### src/rtl/straw_view_acceptance_defines.svh
// Assertion macros shared by the straw view acceptance RTL.
`ifndef STRAW_VIEW_ACCEPTANCE_DEFINES_SVH
`define STRAW_VIEW_ACCEPTANCE_DEFINES_SVH

// Same-cycle implication under the asynchronous active-low reset.
`define SVACC_ASSERT_NOW(label, clk, rst_n, lhs, rhs, msg) \
	label: assert property (@(posedge clk) disable iff (!rst_n) (lhs) |-> (rhs)) \
		else $error(msg);

// Next-cycle implication under the asynchronous active-low reset.
`define SVACC_ASSERT_NEXT(label, clk, rst_n, lhs, rhs, msg) \
	label: assert property (@(posedge clk) disable iff (!rst_n) (lhs) |=> (rhs)) \
		else $error(msg);

`endif

### src/rtl/svacc_pkg.sv
// Types, constants and helper functions for the straw view acceptance block.
package svacc_pkg;

	localparam int NUM_REGS  = 8;
	localparam int CFG_IDX_W = 3;
	localparam int NUM_CH    = 4;
	localparam int CH_W      = 2;
	localparam int POS_W     = 16;
	localparam int SUM_W     = POS_W + 1;
	localparam int PROD_W    = 32;
	localparam int CMP_W     = POS_W + 2;
	localparam int FRAC_W    = 15;
	localparam int VIEWS     = 4;
	localparam int CNT_W     = 3;
	localparam int ZONE_W    = 4;

	localparam logic [FRAC_W-1:0] INV_SQRT2_Q15 = 15'd23170;

	localparam logic signed [CMP_W-1:0] HALF_TRANSVERSE = 18'sd10521;
	localparam logic signed [CMP_W-1:0] HALF_VIEW_LEN   = 18'sd10500;
	localparam logic signed [POS_W-1:0] HOLE_Y_HALF     = 16'sd638;

	localparam logic [ZONE_W-1:0] ZONE_MIN_LO    = 4'd1;
	localparam logic [ZONE_W-1:0] ZONE_MIN_HI    = 4'd4;
	localparam logic [ZONE_W-1:0] ZONE_EXACT_LO  = 4'd11;
	localparam logic [ZONE_W-1:0] ZONE_EXACT_HI  = 4'd13;
	localparam logic [ZONE_W-1:0] ZONE_EXACT_OFS = 4'd10;

	localparam int VIEW_U = 0;
	localparam int VIEW_V = 1;
	localparam int VIEW_X = 2;
	localparam int VIEW_Y = 3;

	localparam logic [31:0] CFG_RESET_U [NUM_CH] = '{
		32'd4326718, 32'd10093974, 32'd1443090, 32'd4279108618
	};
	localparam logic [31:0] CFG_RESET_X [NUM_CH] = '{
		32'd24512114, 32'd33162998, 32'd18744858, 32'd4287759502
	};

	typedef struct packed {
		logic [CH_W-1:0]          chamber;
		logic signed [POS_W-1:0]  x_pos;
		logic signed [POS_W-1:0]  y_pos;
		logic [ZONE_W-1:0]        zone;
	} in_beat_t;

	typedef struct packed {
		logic             accepted;
		logic [VIEWS-1:0] view_hits;
	} out_beat_t;

	typedef struct packed {
		logic signed [POS_W-1:0] u_min;
		logic signed [POS_W-1:0] u_max;
		logic signed [POS_W-1:0] x_min;
		logic signed [POS_W-1:0] x_max;
	} bounds_t;

	typedef struct packed {
		logic ld_s1;
		logic ld_s2;
		logic ld_s3;
		logic ld_s4;
	} pipe_ctl_t;

	function automatic logic signed [CMP_W-1:0] ext_pos(input logic signed [POS_W-1:0] v);
		return {{(CMP_W-POS_W){v[POS_W-1]}}, v};
	endfunction

	// floor(p / 2^15): arithmetic shift rounds toward minus infinity
	function automatic logic signed [CMP_W-1:0] scale_q15(input logic signed [PROD_W-1:0] p);
		logic signed [PROD_W-1:0] sh;
		sh = p >>> FRAC_W;
		return sh[CMP_W-1:0];
	endfunction

	function automatic logic view_hit(
		input logic signed [CMP_W-1:0] across,
		input logic signed [CMP_W-1:0] along,
		input logic signed [POS_W-1:0] hmin,
		input logic signed [POS_W-1:0] hmax
	);
		logic signed [CMP_W-1:0] lo;
		logic signed [CMP_W-1:0] hi;
		logic outside;
		lo = ext_pos(hmin);
		hi = ext_pos(hmax);
		outside = ((across > hi) && (across < HALF_TRANSVERSE)) ||
			((across < lo) && (across > -HALF_TRANSVERSE));
		return outside && (along < HALF_VIEW_LEN) && (along > -HALF_VIEW_LEN);
	endfunction

endpackage

### src/rtl/svacc_cfg.sv
// Hole bound registers per chamber with write port and chamber select.
module svacc_cfg (
	input  logic                              clk,
	input  logic                              arst_n,
	input  logic                              cfg_we,
	input  logic [svacc_pkg::CFG_IDX_W-1:0]   cfg_index,
	input  logic [31:0]                       cfg_data,
	input  logic [svacc_pkg::CH_W-1:0]        chamber,
	output svacc_pkg::bounds_t                bounds
);

	logic [31:0] u_bounds_q [svacc_pkg::NUM_CH];
	logic [31:0] x_bounds_q [svacc_pkg::NUM_CH];
	logic [svacc_pkg::CH_W-1:0] wr_ch;

	assign wr_ch = cfg_index[svacc_pkg::CFG_IDX_W-1:1];

	always_ff @(posedge clk or negedge arst_n) begin
		if (!arst_n) begin
			for (int i = 0; i < svacc_pkg::NUM_CH; i++) begin
				u_bounds_q[i] <= svacc_pkg::CFG_RESET_U[i];
				x_bounds_q[i] <= svacc_pkg::CFG_RESET_X[i];
			end
		end else if (cfg_we) begin
			if (cfg_index[0]) begin
				x_bounds_q[wr_ch] <= cfg_data;
			end else begin
				u_bounds_q[wr_ch] <= cfg_data;
			end
		end
	end

	logic [31:0] u_sel;
	logic [31:0] x_sel;

	always_comb begin
		u_sel = u_bounds_q[chamber];
		x_sel = x_bounds_q[chamber];
		bounds.u_max = u_sel[15:0];
		bounds.u_min = u_sel[31:16];
		bounds.x_max = x_sel[15:0];
		bounds.x_min = x_sel[31:16];
	end

endmodule

### src/rtl/svacc_proj.sv
// Projection stages: form x-y, x+y, y-x, then scale each by 1/sqrt2 in Q15.
module svacc_proj (
	input  logic                                     clk,
	input  svacc_pkg::pipe_ctl_t                     ctl,
	input  svacc_pkg::in_beat_t                      in_data,
	output svacc_pkg::in_beat_t                      beat_s2,
	output logic signed [svacc_pkg::PROD_W-1:0]      prod_diff_s2,
	output logic signed [svacc_pkg::PROD_W-1:0]      prod_sum_s2,
	output logic signed [svacc_pkg::PROD_W-1:0]      prod_rdiff_s2
);

	svacc_pkg::in_beat_t beat_s1;
	logic signed [svacc_pkg::SUM_W-1:0] diff_s1;
	logic signed [svacc_pkg::SUM_W-1:0] sum_s1;
	logic signed [svacc_pkg::SUM_W-1:0] rdiff_s1;

	logic signed [svacc_pkg::SUM_W-1:0] x_ext;
	logic signed [svacc_pkg::SUM_W-1:0] y_ext;

	assign x_ext = {in_data.x_pos[svacc_pkg::POS_W-1], in_data.x_pos};
	assign y_ext = {in_data.y_pos[svacc_pkg::POS_W-1], in_data.y_pos};

	always_ff @(posedge clk) begin
		if (ctl.ld_s1) begin
			beat_s1  <= in_data;
			diff_s1  <= x_ext - y_ext;
			sum_s1   <= x_ext + y_ext;
			rdiff_s1 <= y_ext - x_ext;
		end
	end

	logic signed [svacc_pkg::FRAC_W:0]  coef;
	logic signed [svacc_pkg::PROD_W:0]  full_diff;
	logic signed [svacc_pkg::PROD_W:0]  full_sum;
	logic signed [svacc_pkg::PROD_W:0]  full_rdiff;

	assign coef       = {1'b0, svacc_pkg::INV_SQRT2_Q15};
	assign full_diff  = diff_s1 * coef;
	assign full_sum   = sum_s1 * coef;
	assign full_rdiff = rdiff_s1 * coef;

	always_ff @(posedge clk) begin
		if (ctl.ld_s2) begin
			beat_s2       <= beat_s1;
			prod_diff_s2  <= full_diff[svacc_pkg::PROD_W-1:0];
			prod_sum_s2   <= full_sum[svacc_pkg::PROD_W-1:0];
			prod_rdiff_s2 <= full_rdiff[svacc_pkg::PROD_W-1:0];
		end
	end

endmodule

### src/rtl/svacc_judge.sv
// Hit stages: per-view hole and length checks, then zone decision.
module svacc_judge (
	input  logic                                 clk,
	input  svacc_pkg::pipe_ctl_t                 ctl,
	input  svacc_pkg::in_beat_t                  beat_s2,
	input  logic signed [svacc_pkg::PROD_W-1:0]  prod_diff_s2,
	input  logic signed [svacc_pkg::PROD_W-1:0]  prod_sum_s2,
	input  logic signed [svacc_pkg::PROD_W-1:0]  prod_rdiff_s2,
	input  svacc_pkg::bounds_t                   bounds,
	output svacc_pkg::out_beat_t                 out_s4
);

	logic signed [svacc_pkg::CMP_W-1:0] diff_c;
	logic signed [svacc_pkg::CMP_W-1:0] sum_c;
	logic signed [svacc_pkg::CMP_W-1:0] rdiff_c;
	logic signed [svacc_pkg::CMP_W-1:0] x_c;
	logic signed [svacc_pkg::CMP_W-1:0] y_c;
	logic [svacc_pkg::VIEWS-1:0] hits_c;

	always_comb begin
		diff_c  = svacc_pkg::scale_q15(prod_diff_s2);
		sum_c   = svacc_pkg::scale_q15(prod_sum_s2);
		rdiff_c = svacc_pkg::scale_q15(prod_rdiff_s2);
		x_c     = svacc_pkg::ext_pos(beat_s2.x_pos);
		y_c     = svacc_pkg::ext_pos(beat_s2.y_pos);
		hits_c[svacc_pkg::VIEW_U] = svacc_pkg::view_hit(diff_c, sum_c,
			bounds.u_min, bounds.u_max);
		hits_c[svacc_pkg::VIEW_V] = svacc_pkg::view_hit(sum_c, rdiff_c,
			bounds.u_min, bounds.u_max);
		hits_c[svacc_pkg::VIEW_X] = svacc_pkg::view_hit(x_c, y_c,
			bounds.x_min, bounds.x_max);
		hits_c[svacc_pkg::VIEW_Y] = svacc_pkg::view_hit(y_c, x_c,
			-svacc_pkg::HOLE_Y_HALF, svacc_pkg::HOLE_Y_HALF);
	end

	logic [svacc_pkg::VIEWS-1:0]  hits_s3;
	logic [svacc_pkg::ZONE_W-1:0] zone_s3;

	always_ff @(posedge clk) begin
		if (ctl.ld_s3) begin
			hits_s3 <= hits_c;
			zone_s3 <= beat_s2.zone;
		end
	end

	logic [svacc_pkg::CNT_W-1:0]  count;
	logic [svacc_pkg::ZONE_W-1:0] count_ext;
	logic                         acc_c;

	always_comb begin
		count = {2'b00, hits_s3[0]} + {2'b00, hits_s3[1]} +
			{2'b00, hits_s3[2]} + {2'b00, hits_s3[3]};
		count_ext = {1'b0, count};
		acc_c = 1'b0;
		if ((zone_s3 >= svacc_pkg::ZONE_MIN_LO) && (zone_s3 <= svacc_pkg::ZONE_MIN_HI)) begin
			acc_c = (count_ext >= zone_s3);
		end else if ((zone_s3 >= svacc_pkg::ZONE_EXACT_LO) &&
			(zone_s3 <= svacc_pkg::ZONE_EXACT_HI)) begin
			acc_c = (count_ext == (zone_s3 - svacc_pkg::ZONE_EXACT_OFS));
		end
	end

	always_ff @(posedge clk) begin
		if (ctl.ld_s4) begin
			out_s4.accepted  <= acc_c;
			out_s4.view_hits <= hits_s3;
		end
	end

endmodule

### src/rtl/straw_view_acceptance.sv
// Top level of the straw view acceptance block: pipeline control and wiring.
//
// One input beat carries chamber, x_pos, y_pos and zone; one output beat
// carries accepted and view_hits. Both channels are valid/ready.
// The block is a four-stage pipeline: sums, Q15 multiply by 1/sqrt2,
// per-view hole checks, zone decision into the output register.
// Throughput is one beat per cycle while out_ready is high; every stage carries
// its own valid bit and loads whenever it is empty or the stage after it moves.
// When the receiver holds out_ready low, beats pile up in the stages and
// in_ready drops only once all four stages are full; nothing is lost.
// The configuration port writes one 32-bit hole bound register per cycle
// at cfg_index (even index U/V hole, odd index X hole of chamber index/2);
// write it only while no beat is in flight.
// Reset clears all valid bits and loads the default hole bounds.
module straw_view_acceptance (
	input  logic                               clk,
	input  logic                               arst_n,
	input  logic                               in_valid,
	output logic                               in_ready,
	input  svacc_pkg::in_beat_t                in_data,
	output logic                               out_valid,
	input  logic                               out_ready,
	output svacc_pkg::out_beat_t               out_data,
	input  logic                               cfg_we,
	input  logic [svacc_pkg::CFG_IDX_W-1:0]    cfg_index,
	input  logic [31:0]                        cfg_data
);

	`include "straw_view_acceptance_defines.svh"

	logic v_s1;
	logic v_s2;
	logic v_s3;
	logic v_s4;
	logic rdy1;
	logic rdy2;
	logic rdy3;
	logic rdy4;
	svacc_pkg::pipe_ctl_t ctl;

	always_comb begin
		rdy4 = !v_s4 || out_ready;
		rdy3 = !v_s3 || rdy4;
		rdy2 = !v_s2 || rdy3;
		rdy1 = !v_s1 || rdy2;
		ctl.ld_s1 = rdy1;
		ctl.ld_s2 = rdy2;
		ctl.ld_s3 = rdy3;
		ctl.ld_s4 = rdy4;
	end

	assign in_ready  = rdy1;
	assign out_valid = v_s4;

	always_ff @(posedge clk or negedge arst_n) begin
		if (!arst_n) begin
			v_s1 <= 1'b0;
			v_s2 <= 1'b0;
			v_s3 <= 1'b0;
			v_s4 <= 1'b0;
		end else begin
			if (rdy1) begin
				v_s1 <= in_valid;
			end
			if (rdy2) begin
				v_s2 <= v_s1;
			end
			if (rdy3) begin
				v_s3 <= v_s2;
			end
			if (rdy4) begin
				v_s4 <= v_s3;
			end
		end
	end

	svacc_pkg::in_beat_t beat_s2;
	logic signed [svacc_pkg::PROD_W-1:0] prod_diff_s2;
	logic signed [svacc_pkg::PROD_W-1:0] prod_sum_s2;
	logic signed [svacc_pkg::PROD_W-1:0] prod_rdiff_s2;
	svacc_pkg::bounds_t bounds;

	svacc_cfg u_cfg (
		.clk       (clk),
		.arst_n    (arst_n),
		.cfg_we    (cfg_we),
		.cfg_index (cfg_index),
		.cfg_data  (cfg_data),
		.chamber   (beat_s2.chamber),
		.bounds    (bounds)
	);

	svacc_proj u_proj (
		.clk           (clk),
		.ctl           (ctl),
		.in_data       (in_data),
		.beat_s2       (beat_s2),
		.prod_diff_s2  (prod_diff_s2),
		.prod_sum_s2   (prod_sum_s2),
		.prod_rdiff_s2 (prod_rdiff_s2)
	);

	svacc_judge u_judge (
		.clk           (clk),
		.ctl           (ctl),
		.beat_s2       (beat_s2),
		.prod_diff_s2  (prod_diff_s2),
		.prod_sum_s2   (prod_sum_s2),
		.prod_rdiff_s2 (prod_rdiff_s2),
		.bounds        (bounds),
		.out_s4        (out_data)
	);

	`SVACC_ASSERT_NOW(a_full_when_blocked, clk, arst_n, !in_ready,
		v_s1 && v_s2 && v_s3 && v_s4 && !out_ready, "input blocked with a free stage")
	`SVACC_ASSERT_NEXT(a_s3_held, clk, arst_n, v_s3 && v_s4 && !out_ready, v_s3,
		"beat dropped from stage 3 during stall")
	`SVACC_ASSERT_NEXT(a_s1_held, clk, arst_n, v_s1 && !rdy2, v_s1,
		"beat dropped from stage 1 during stall")
	`SVACC_ASSERT_NOW(a_accept_has_hit, clk, arst_n, out_valid && out_data.accepted,
		out_data.view_hits != 4'd0, "accepted beat without any view hit")

endmodule

### config.mk
export PLATFORM = sky130hd
export DESIGN_NAME = straw_view_acceptance
export DESIGN_NICKNAME = d
export VERILOG_FILES = /design/src/rtl/svacc_pkg.sv /design/src/rtl/svacc_cfg.sv /design/src/rtl/svacc_proj.sv /design/src/rtl/svacc_judge.sv /design/src/rtl/straw_view_acceptance.sv
export VERILOG_INCLUDE_DIRS = /design/src /design/src/rtl
export SDC_FILE = /design/constraint.sdc
export NUM_CORES = 1
export LEC_CHECK = 0
export ABC_AREA = 1
export BUFFER_PORTS_ARGS = -buffer_cell sky130_fd_sc_hd__buf_2
export CORE_MARGIN = 1
export CORE_UTILIZATION = 65
export DETAILED_ROUTE_END_ITERATION = 7
export MAX_ROUTING_LAYER = met4
export PLACE_DENSITY = 0.82
export SETUP_SLACK_MARGIN = 0.3
export SYNTH_ARGS = -nofsm -noshare
export SYNTH_HDL_FRONTEND = slang
export SYNTH_SLANG_ARGS = --single-unit
### constraint.sdc
create_clock -name clk -period 6.6 [get_ports clk]
set_input_delay 0.66 -clock clk [delete_from_list [all_inputs] [get_ports clk]]
set_output_delay 0.66 -clock clk [all_outputs]
set_load 0.005 [all_outputs]
# Yosys cells after proc, flatten, opt, wreduce, memory -nomap -nowiden

Cells that the tools add are included.

Logic and storage cells: 121
Register bits after elaboration: 493
Output and inout port bits: 7
Bits of input ports: 78

$mul: 3
Multiplexer cells: 12
Magnitude comparators: 32
$add $sub $neg: 7
Reduce and logical (&&, ||, !) cells: 33
Bitwise operators: 3
Equality and inequality tests: 1

Operators by type and width:

| cell                                                         | count |
|---|---|
| bitwise mux 128 bit                                          | 2 |
| two-way mux 32 bit                                           | 5 |
| binary-select mux 32 bit (select 2 bit)                      | 2 |
| multiplier 17 x 15 -> 31 bit, second input constant          | 3 |
| > comparator 17 x 15 -> 1 bit, second input constant         | 4 |
| less-than comparator 17 x 15 -> 1 bit, second input constant | 4 |
| demux 32 bit (select 2 bit)                                  | 1 |
| > comparator 16 x 15 -> 1 bit, second input constant         | 4 |
| less-than comparator 16 x 15 -> 1 bit, second input constant | 4 |
| > comparator 17 x 16 -> 1 bit                                | 2 |
| less-than comparator 17 x 16 -> 1 bit                        | 2 |
| subtractor 16 x 16 -> 17 bit                                 | 2 |
| logical AND 1 bit                                            | 19 |
| adder 16 x 16 -> 17 bit                                      | 1 |
| > comparator 16 x 11 -> 1 bit, second input constant         | 1 |
| > comparator 16 bit                                          | 1 |
| less-than comparator 16 x 11 -> 1 bit, second input constant | 1 |
| less-than comparator 16 bit                                  | 1 |
| logical OR 1 bit                                             | 8 |
| adder 3 x 1 -> 3 bit                                         | 2 |
| >= comparator 3 bit, second input constant                   | 2 |
| inverter 2 -> 3 bit                                          | 2 |
| equality test 3 x 4 -> 1 bit                                 | 1 |
| >= comparator 3 x 4 -> 1 bit                                 | 1 |
| other kinds (11)                                             | 16 |

# Longest topological paths before layout

Gate-level depths: netlist of run 1.

Depth in word-level cells: 9
Mapped depth: 21
Depth with buffers taken out: 21

# Modules after synthesis

Synthesis of run 1 repeated with hierarchy kept, for this count alone.

Cell total of the unflattened synthesis: 4978
Area, all modules: 40188.5 sq um

By module, submodules not included:

| module                | seq. area each (sq um) | cells each | area an instance (sq um) | times used |
|---|---|---|---|---|
| svacc_proj            | 6486.2                 | 2416       | 22581.7                  | 1 |
| svacc_cfg             | 6522.5                 | 1832       | 13107.6                  | 1 |
| svacc_judge           | 390.4                  | 713        | 4336.7                   | 1 |
| straw_view_acceptance | 100.1                  | 17         | 162.7                    | 1 |

# Least setup slack after synthesis of run 1

OpenSTA, ideal clock, no wires.

Path kind: register to register
From: register u_proj.diff_s1[16] (netlist name)
To: register u_proj.prod_diff_s2[31] (netlist name) (data pin)
Clock period less this slack: 4778 ps
Arrival time: 4518 ps
Library setup time: 260 ps
Stages on the path, launching flop included: 16
Path slack: 1822 ps
Cells stage by stage: edfxtp_1 > ha_1 > fa_1 > inv_1 > fa_1 > fa_1 > fa_1 > ha_1 > ha_1 > nand2_1 > nor4_2 > nand3_1 > o211ai_2 > nand2_2 > nand3_2 > xor2_1

Cells in the longest elaborated chain, start to end: 1

RTL lines:

| what                                 | RTL line         | source |
|---|---|---|
| start: declaration                   | svacc_proj.sv:13 | `logic signed [svacc_pkg::SUM_W-1:0] diff_s1;` |
| start signal: assignment             | svacc_proj.sv:26 | `diff_s1 <= x_ext - y_ext;` |
| multiplier 17 x 15 -> 31 bit         | svacc_proj.sv:38 | `assign full_diff = diff_s1 * coef;` |
| named net u_proj.full_diff (one bit) | svacc_proj.sv:33 | `logic signed [svacc_pkg::PROD_W:0] full_diff;` |
| end signal: assignment               | svacc_proj.sv:45 | `prod_diff_s2 <= full_diff[svacc_pkg::PROD_W-1:0];` |
| end: declaration                     | svacc_proj.sv:7  | `output logic signed [svacc_pkg::PROD_W-1:0] prod_diff_s2,` |

The timed path passes the listed nets, and every way through them passes these cells.
A chain may end at the register's enable or synchronous reset.

# Worst setup path in the final report of run 1

From: register u_proj.rdiff_s1[16] (netlist name)
To: register u_proj.prod_rdiff_s2[31] (netlist name) (data pin)

Cells in the longest elaborated chain, start to end: 1

RTL lines:

| what                                  | RTL line         | source |
|---|---|---|
| start: declaration                    | svacc_proj.sv:15 | `logic signed [svacc_pkg::SUM_W-1:0] rdiff_s1;` |
| start signal: assignment              | svacc_proj.sv:28 | `rdiff_s1 <= y_ext - x_ext;` |
| multiplier 17 x 15 -> 31 bit          | svacc_proj.sv:40 | `assign full_rdiff = rdiff_s1 * coef;` |
| named net u_proj.full_rdiff (one bit) | svacc_proj.sv:35 | `logic signed [svacc_pkg::PROD_W:0] full_rdiff;` |
| end signal: assignment                | svacc_proj.sv:47 | `prod_rdiff_s2 <= full_rdiff[svacc_pkg::PROD_W-1:0];` |
| end: declaration                      | svacc_proj.sv:9  | `output logic signed [svacc_pkg::PROD_W-1:0] prod_rdiff_s2` |

The timed path passes the listed nets, and every way through them passes these cells.

==> results of run 1 <==
placed cells by master (no fill, tap or decap), types with 15 or more instances in the layout:
| cell | count |
|---|---|
| a21oi_1 | 228 |
| a32o_1 | 30 |
| buf_2 | 83 |
| clkbuf_1 | 16 |
| clkbuf_16 | 47 |
| dfrtp_1 | 167 |
| dfstp_2 | 93 |
| edfxtp_1 | 189 |
| fa_1 | 193 |
| ha_1 | 517 |
| inv_1 | 535 |
| nand2_1 | 605 |
| nand3_1 | 79 |
| nand4_1 | 30 |
| nor2_1 | 196 |
| nor3_1 | 40 |
| nor4_1 | 15 |
| o21ai_0 | 413 |
| xnor2_1 | 22 |
| xor2_1 | 75 |
state kept, by name, indices dropped and copies added, names as in the netlist:
name	cells
out_valid	1
u_cfg.u_bounds_q	128
u_cfg.x_bounds_q	128
u_judge.hits_s3	4
u_judge.out_s4	5
u_judge.zone_s3	4
u_proj.beat_s1	38
u_proj.beat_s2	38
u_proj.diff_s1	16
u_proj.prod_diff_s2	17
u_proj.prod_rdiff_s2	17
u_proj.prod_sum_s2	17
u_proj.rdiff_s1	17
u_proj.sum_s1	16
v_s1	1
v_s2	1
v_s3	1
worst max-delay path, cell delays in order (launching register included):
cell      delay [ps]
edfxtp_1         860
ha_1             400
fa_1             550
inv_1             50
fa_1             460
fa_1             510
fa_1             490
ha_1             310
ha_1             350
a21oi_1          170
o21ai_0          100
a21oi_1          120
nand3_1          140
nand2_1           80
o311ai_0         150
xor2_1           170
through the flow:
step	setup WS [ps]	instances	utilization (%)	hold WS, ps
2_1_floorplan	1820	3668	-	364
3_3_place_gp	1540	4342	68.3	401
4_1_cts	1420	4427	71.2	199
5_1_grt	1100	4428	71.2	232
3_5_place_dp	1430	4342	68.3	405
6_report	1410	4428	71.2	177
how the worst max path moves through the flow:
stage | startpoint | depth (start not counted) | slack [ps] | to
after floorplan | u_proj.diff_s1[16] | 15 | 1820 | u_proj.prod_diff_s2[31]
after global placement | u_proj.rdiff_s1[16] | 15 | 1540 | u_proj.prod_rdiff_s2[31]
after detailed placement | u_proj.rdiff_s1[16] | 15 | 1430 | u_proj.prod_rdiff_s2[31]
after CTS | u_proj.diff_s1[16] | 15 | 1420 | u_proj.prod_diff_s2[31]
after global routing | u_proj.rdiff_s1[0] | 16 | 1100 | u_proj.prod_sum_s2[31]
final | u_proj.rdiff_s1[16] | 15 | 1410 | u_proj.prod_rdiff_s2[31]
cells by family after synthesis:
logic type               synth area share [%]
flip-flops                               35.7
buffers and inverters                    7.19
AO/OA/AOI/OAI                            12.7
XOR/XNOR                                 2.47
adder cells (fa/ha/maj)                  30.0
AND/OR/NAND/NOR                          11.9
layout make-up:
type | instances | area share [%]
Sequential cell | 449 | 33.3
Clock inverter | 15 | 0.498
Timing Repair Buffer | 97 | 1.43
Antenna cell | 1 | 0.00678
Clock buffer | 70 | 3.61
Tap cell | 680 | 2.31
Multi-Input combinational cell | 2576 | 53.3
Inverter | 540 | 5.52
metal layers:
metal / routed length [um] / vias up
li1: - / 12362
met1: 35100 / 12276
met2: 38000 / 942
met3: 5840 / 155
met4: 2770 / 0
met5: 0 / -
==> flow_summary.ini, run 1 <==
[status]
status = complete, no violations

[timing]
fin_crit_ps = 5190
skew_ps = 22.1
rsz0062_at_grt = no
final-max-slew-violation-count = 0
period_share_pct = 78.7
slew_headroom_pct = 20.5
worst_pin_slew_ps = 1190
hold_viol_final = 0
fmaxAchievable_ghz = 0.193
setup_viol = 0
fin_tns_setup_ps = 0

[routing]
routedWlPerCell_um = 18.4
wl_um = 81600
drt-vias-per-instance = 5.81
drc = 0
drtIter0Drc = 2372
firstDrtPassIters = 6
dr_total_vias = 25735
ant_nets = 0

[synth]
synth-edff-count = 189
synthDistinctLibCells = 62
synth_ff_type = edfxtp_1
synthesis.area_um2 = 34400
avgSynthCellArea_um2 = 9.38
synth_largest_area_cell = ha_1
synth_common_cells = nand2_1 (612), inv_1 (537), ha_1 (517), o21ai_0 (413), a21oi_1 (228)
synthTopCellsByArea = ha_1 (19%), edfxtp_1 (16%), dfrtp_1 (12%)
synth.most_common_cell = nand2_1
synth_seq_cells = 449
syn-num-nets = 4456
ys_seq_area_share_pct = 35.7
synth_cells = 3668
synthArstFlopShare_pct = 57.9
yosys_warnings = 0
synth_top_cell_area_share_pct = 18.8

[critical_path]
worst_setup_path_end_kind = register
required_ps = 6910
r2r_start = u_proj.rdiff_s1[16]
rr_endpoint = u_proj.prod_rdiff_s2[31]
cp.arrival_ps = 5510
path_class = register to register
r2r_setup_slack_ps = 1410
r2r_cells = 15
worstPathMaxFanout = 18
start_kind = register

[die]
die_h_um = 232
start_util_pct = 66.4
fp.dieW_um = 232
coreArea_um2 = 51800
io-pin-count = 85
fp.dieArea_um2 = 53900
row_count = 83

[grt]
grt_max_degree = 130
first_global_vias = 25322
grt-busiest-layer = met2
grt_pass1_wl_um = 131000
grt-ovfl-total = 0
met1_usage_pct = 41.8
grt_use_met3_pct = 4.85
met2_usage_pct = 50.3
grt_usage_pct = 31.8
grt_antenna_before_repair = 1

[finish]
seqCellArea_um2 = 12300
stdcell_area_um2 = 36900
multi_input_area_um2 = 19700
fillers = 3839
final_nets = 4498
drive_gt1_share_pct = 8.17
syn_to_final_growth_pct = 7.24

[place]
gp_congestion = 0.973
io_buffers = 84
dp_hpwl_um = 61200
dpl_cell_area_um2 = 35400

[min_path]
hp-class = input port to async pin

[cts]
clock_latency_ps = 590
htree_levels = 2
ctsHoldBuffers = 0
postCtsSetupRepairBufs = 0
post_cts_resized = 0
root_buffer = clkbuf_16
tritoncts = yes
clockBufferDepth = 3
cts.reportedPaths.clkPinSlew_ps = 70
clkSinkCount = 449
cts_buffers = 46

[run]
maxCapViolCount = 0
Power of run 1 is not shown: default switching activity piles up to over one toggle a cycle in this logic, so the estimate is an artifact.
==> run 2, diff against run 1 <==
--- a/config.mk
+++ b/config.mk
@@ -9,10 +9,10 @@
 export ABC_AREA = 1
 export BUFFER_PORTS_ARGS = -buffer_cell sky130_fd_sc_hd__buf_2
 export CORE_MARGIN = 1
-export CORE_UTILIZATION = 65
+export CORE_UTILIZATION = 58
 export DETAILED_ROUTE_END_ITERATION = 7
 export MAX_ROUTING_LAYER = met4
-export PLACE_DENSITY = 0.82
+export PLACE_DENSITY = 0.78
 export SETUP_SLACK_MARGIN = 0.3
 export SYNTH_ARGS = -nofsm -noshare
 export SYNTH_HDL_FRONTEND = slang
==> constraint.sdc (replaced) <==
create_clock -name clk -period 4.4 [get_ports clk]
set_input_delay 0.44 -clock clk [delete_from_list [all_inputs] [get_ports clk]]
set_output_delay 0.44 -clock clk [all_outputs]
set_load 0.005 [all_outputs]
==> run 2 against run 1 <==
Net effect: the flow now finishes with violations (setup timing); fmax rose by 8.1%; largest cell class unchanged; critical path type unchanged; worst setup slack got worse by 1800 ps; register-to-register slack got worse by 1800 ps; global-route usage fell by 0.12 points; critical path depth rose by 2; sequential share of layout area fell by 4.4 points; die area rose by 12%; critical endpoint is now u_proj.prod_sum_s2[27]; routed wire length rose by 19%; non-clock buffer count rose by 344.
==> flow_summary.ini, run 2 (synthesis gave the netlist of run 1 again) <==
[timing]
skew_ps = 17.2
fin_crit_ps = 4810
worst_pin_slew_ps = 1220
worst_slack_ps = -405
fmaxAchievable_ghz = 0.208
final-max-slew-violation-count = 0
slew_headroom_pct = 18.5
hold_viol_final = 0
period_share_pct = 109
setup_viol = 45
rsz0062_at_grt = yes

[cts]
cts.reportedPaths.clkPinSlew_ps = 60
clock_latency_ps = 630
tritoncts = yes
clkSinkCount = 449
clockBufferDepth = 3
root_buffer = clkbuf_16
cts_buffers = 48
htree_levels = 2

[die]
fp.dieArea_um2 = 60300
fp.dieW_um = 246
die_h_um = 246
coreArea_um2 = 58100
row_count = 88
io-pin-count = 85
start_util_pct = 59.2

[min_path]
hp-class = input port to register

[critical_path]
cp_cell_sequence = ha_1 > inv_1 > fa_1 > inv_1 > fa_1 > fa_1 > fa_1 > ha_4 > ha_4 > a21oi_2 > o21a_1 > nor2_1 > nor2_1 > o21ai_2 > buf_4 > a21oi_2 > xnor2_1
start_kind = register
crit_slowest_cell = fa_1
worst_setup_path_end_kind = register
required_ps = 4760
max_stage_delay_ps = 570
worstPathMaxFanout = 4
cp.arrival_ps = 5170
crit_top_cell = fa_1
path_class = register to register

[routing]
drt-vias-per-instance = 5.75
routedWlPerCell_um = 20.0
firstDrtPassIters = 6
wl_um = 97100
drc = 0
ant_nets = 0
drtIter0Drc = 2535
dr_total_vias = 27933

[finish]
top_regs = u_cfg.u_bounds_q (128), u_cfg.x_bounds_q (128)
drive_gt1_share_pct = 24.5
fillers = 3864
syn_to_final_growth_pct = 23.5
seqCellArea_um2 = 12300
multi_input_area_um2 = 22200
final_cell_mix = nand2_1 (563), inv_1 (500), ha_1 (397), o21ai_0 (386), buf_4 (295)
stdcell_area_um2 = 42500
final_nets = 4844
diodes = 0
final_common_cell = nand2_1

[grt]
grt_antenna_before_repair = 2
grt-ovfl-total = 0
grt_usage_pct = 31.7
first_global_vias = 27816
grt_max_degree = 124
grt_pass1_wl_um = 146000

[run]
maxCapViolCount = 0

[place]
dp_hpwl_um = 65800
gp_congestion = 0.953
dpl_cell_area_um2 = 38500
io_buffers = 84

[status]
status = finished with violations
violations = setup timing
## run 2: metrics by stage
stage	util, %	setup TNS (ps)	hold slack, ps	instances	setup WS (ps)
3_5_place_dp	66.3	-5220	405	4658	-318
3_3_place_gp	66.3	-2730	401	4658	-210
4_1_cts	71.6	-3390	4.55	4819	-277
6_report	73.1	-10950	14.2	4861	-405
2_1_floorplan	-	-463	144	3668	-205
5_1_grt	73.1	-16630	20.0	4861	-550
## run 2: repair_timing
action,in CTS,in global routing
setup buffers,65,42
endpoints found under the hold margin,69,0
gates cloned,0,0
pin swaps,142,124
hold buffers,6,0
gates resized for setup,191,130
endpoints found under the setup margin,51,51
## run 2: final timing paths
kind                               startpoint                endpoint  slack [ps]  cells after the start
setup / recovery             u_proj.sum_s1[9]  u_proj.prod_sum_s2[27]        -410                     17
hold / removal                       in_valid                    v_s1          10                      3
setup reg to reg             u_proj.sum_s1[9]  u_proj.prod_sum_s2[27]        -410                     17
hold reg to reg            u_proj.beat_s1[10]      u_proj.beat_s2[10]         420                      0
max in group asynchronous              arst_n    u_cfg.x_bounds_q[30]        2920                      3
min in group asynchronous              arst_n     u_cfg.u_bounds_q[5]         450                      2
## run 2: critical path, delay by kind of cell, from the launching register on
| kind | cells | cell delay, ps |
|---|---|---|
| AOI/OAI and AO/OA | 4 | 610 |
| xor gates and xnor gates | 1 | 100 |
| adders and majority gates | 7 | 2900 |
| buffers and inverters | 3 | 290 |
| DFF | 1 | 480 |
| and+or+nand+nor | 2 | 180 |
## run 2: metal layers
metal	track usage, %	routed length [um]	up-vias
met5	-	0	-
met4	11.8	4060	0
met3	3.13	5770	249
met2	53.4	48300	1101
met1	39.4	39000	13515
li1	-	-	13068
## run 2: cell type report
class                           count  share of cell area [%]
Inverter                          540                    4.80
Clock buffer                       64                    3.13
Sequential cell                   449                    28.9
Timing Repair Buffer              441                    7.97
Clock inverter                     26                   0.721
Tap cell                          765                    2.25
Multi-Input combinational cell   2576                    52.2
Power of run 2 is left out for the same reason.
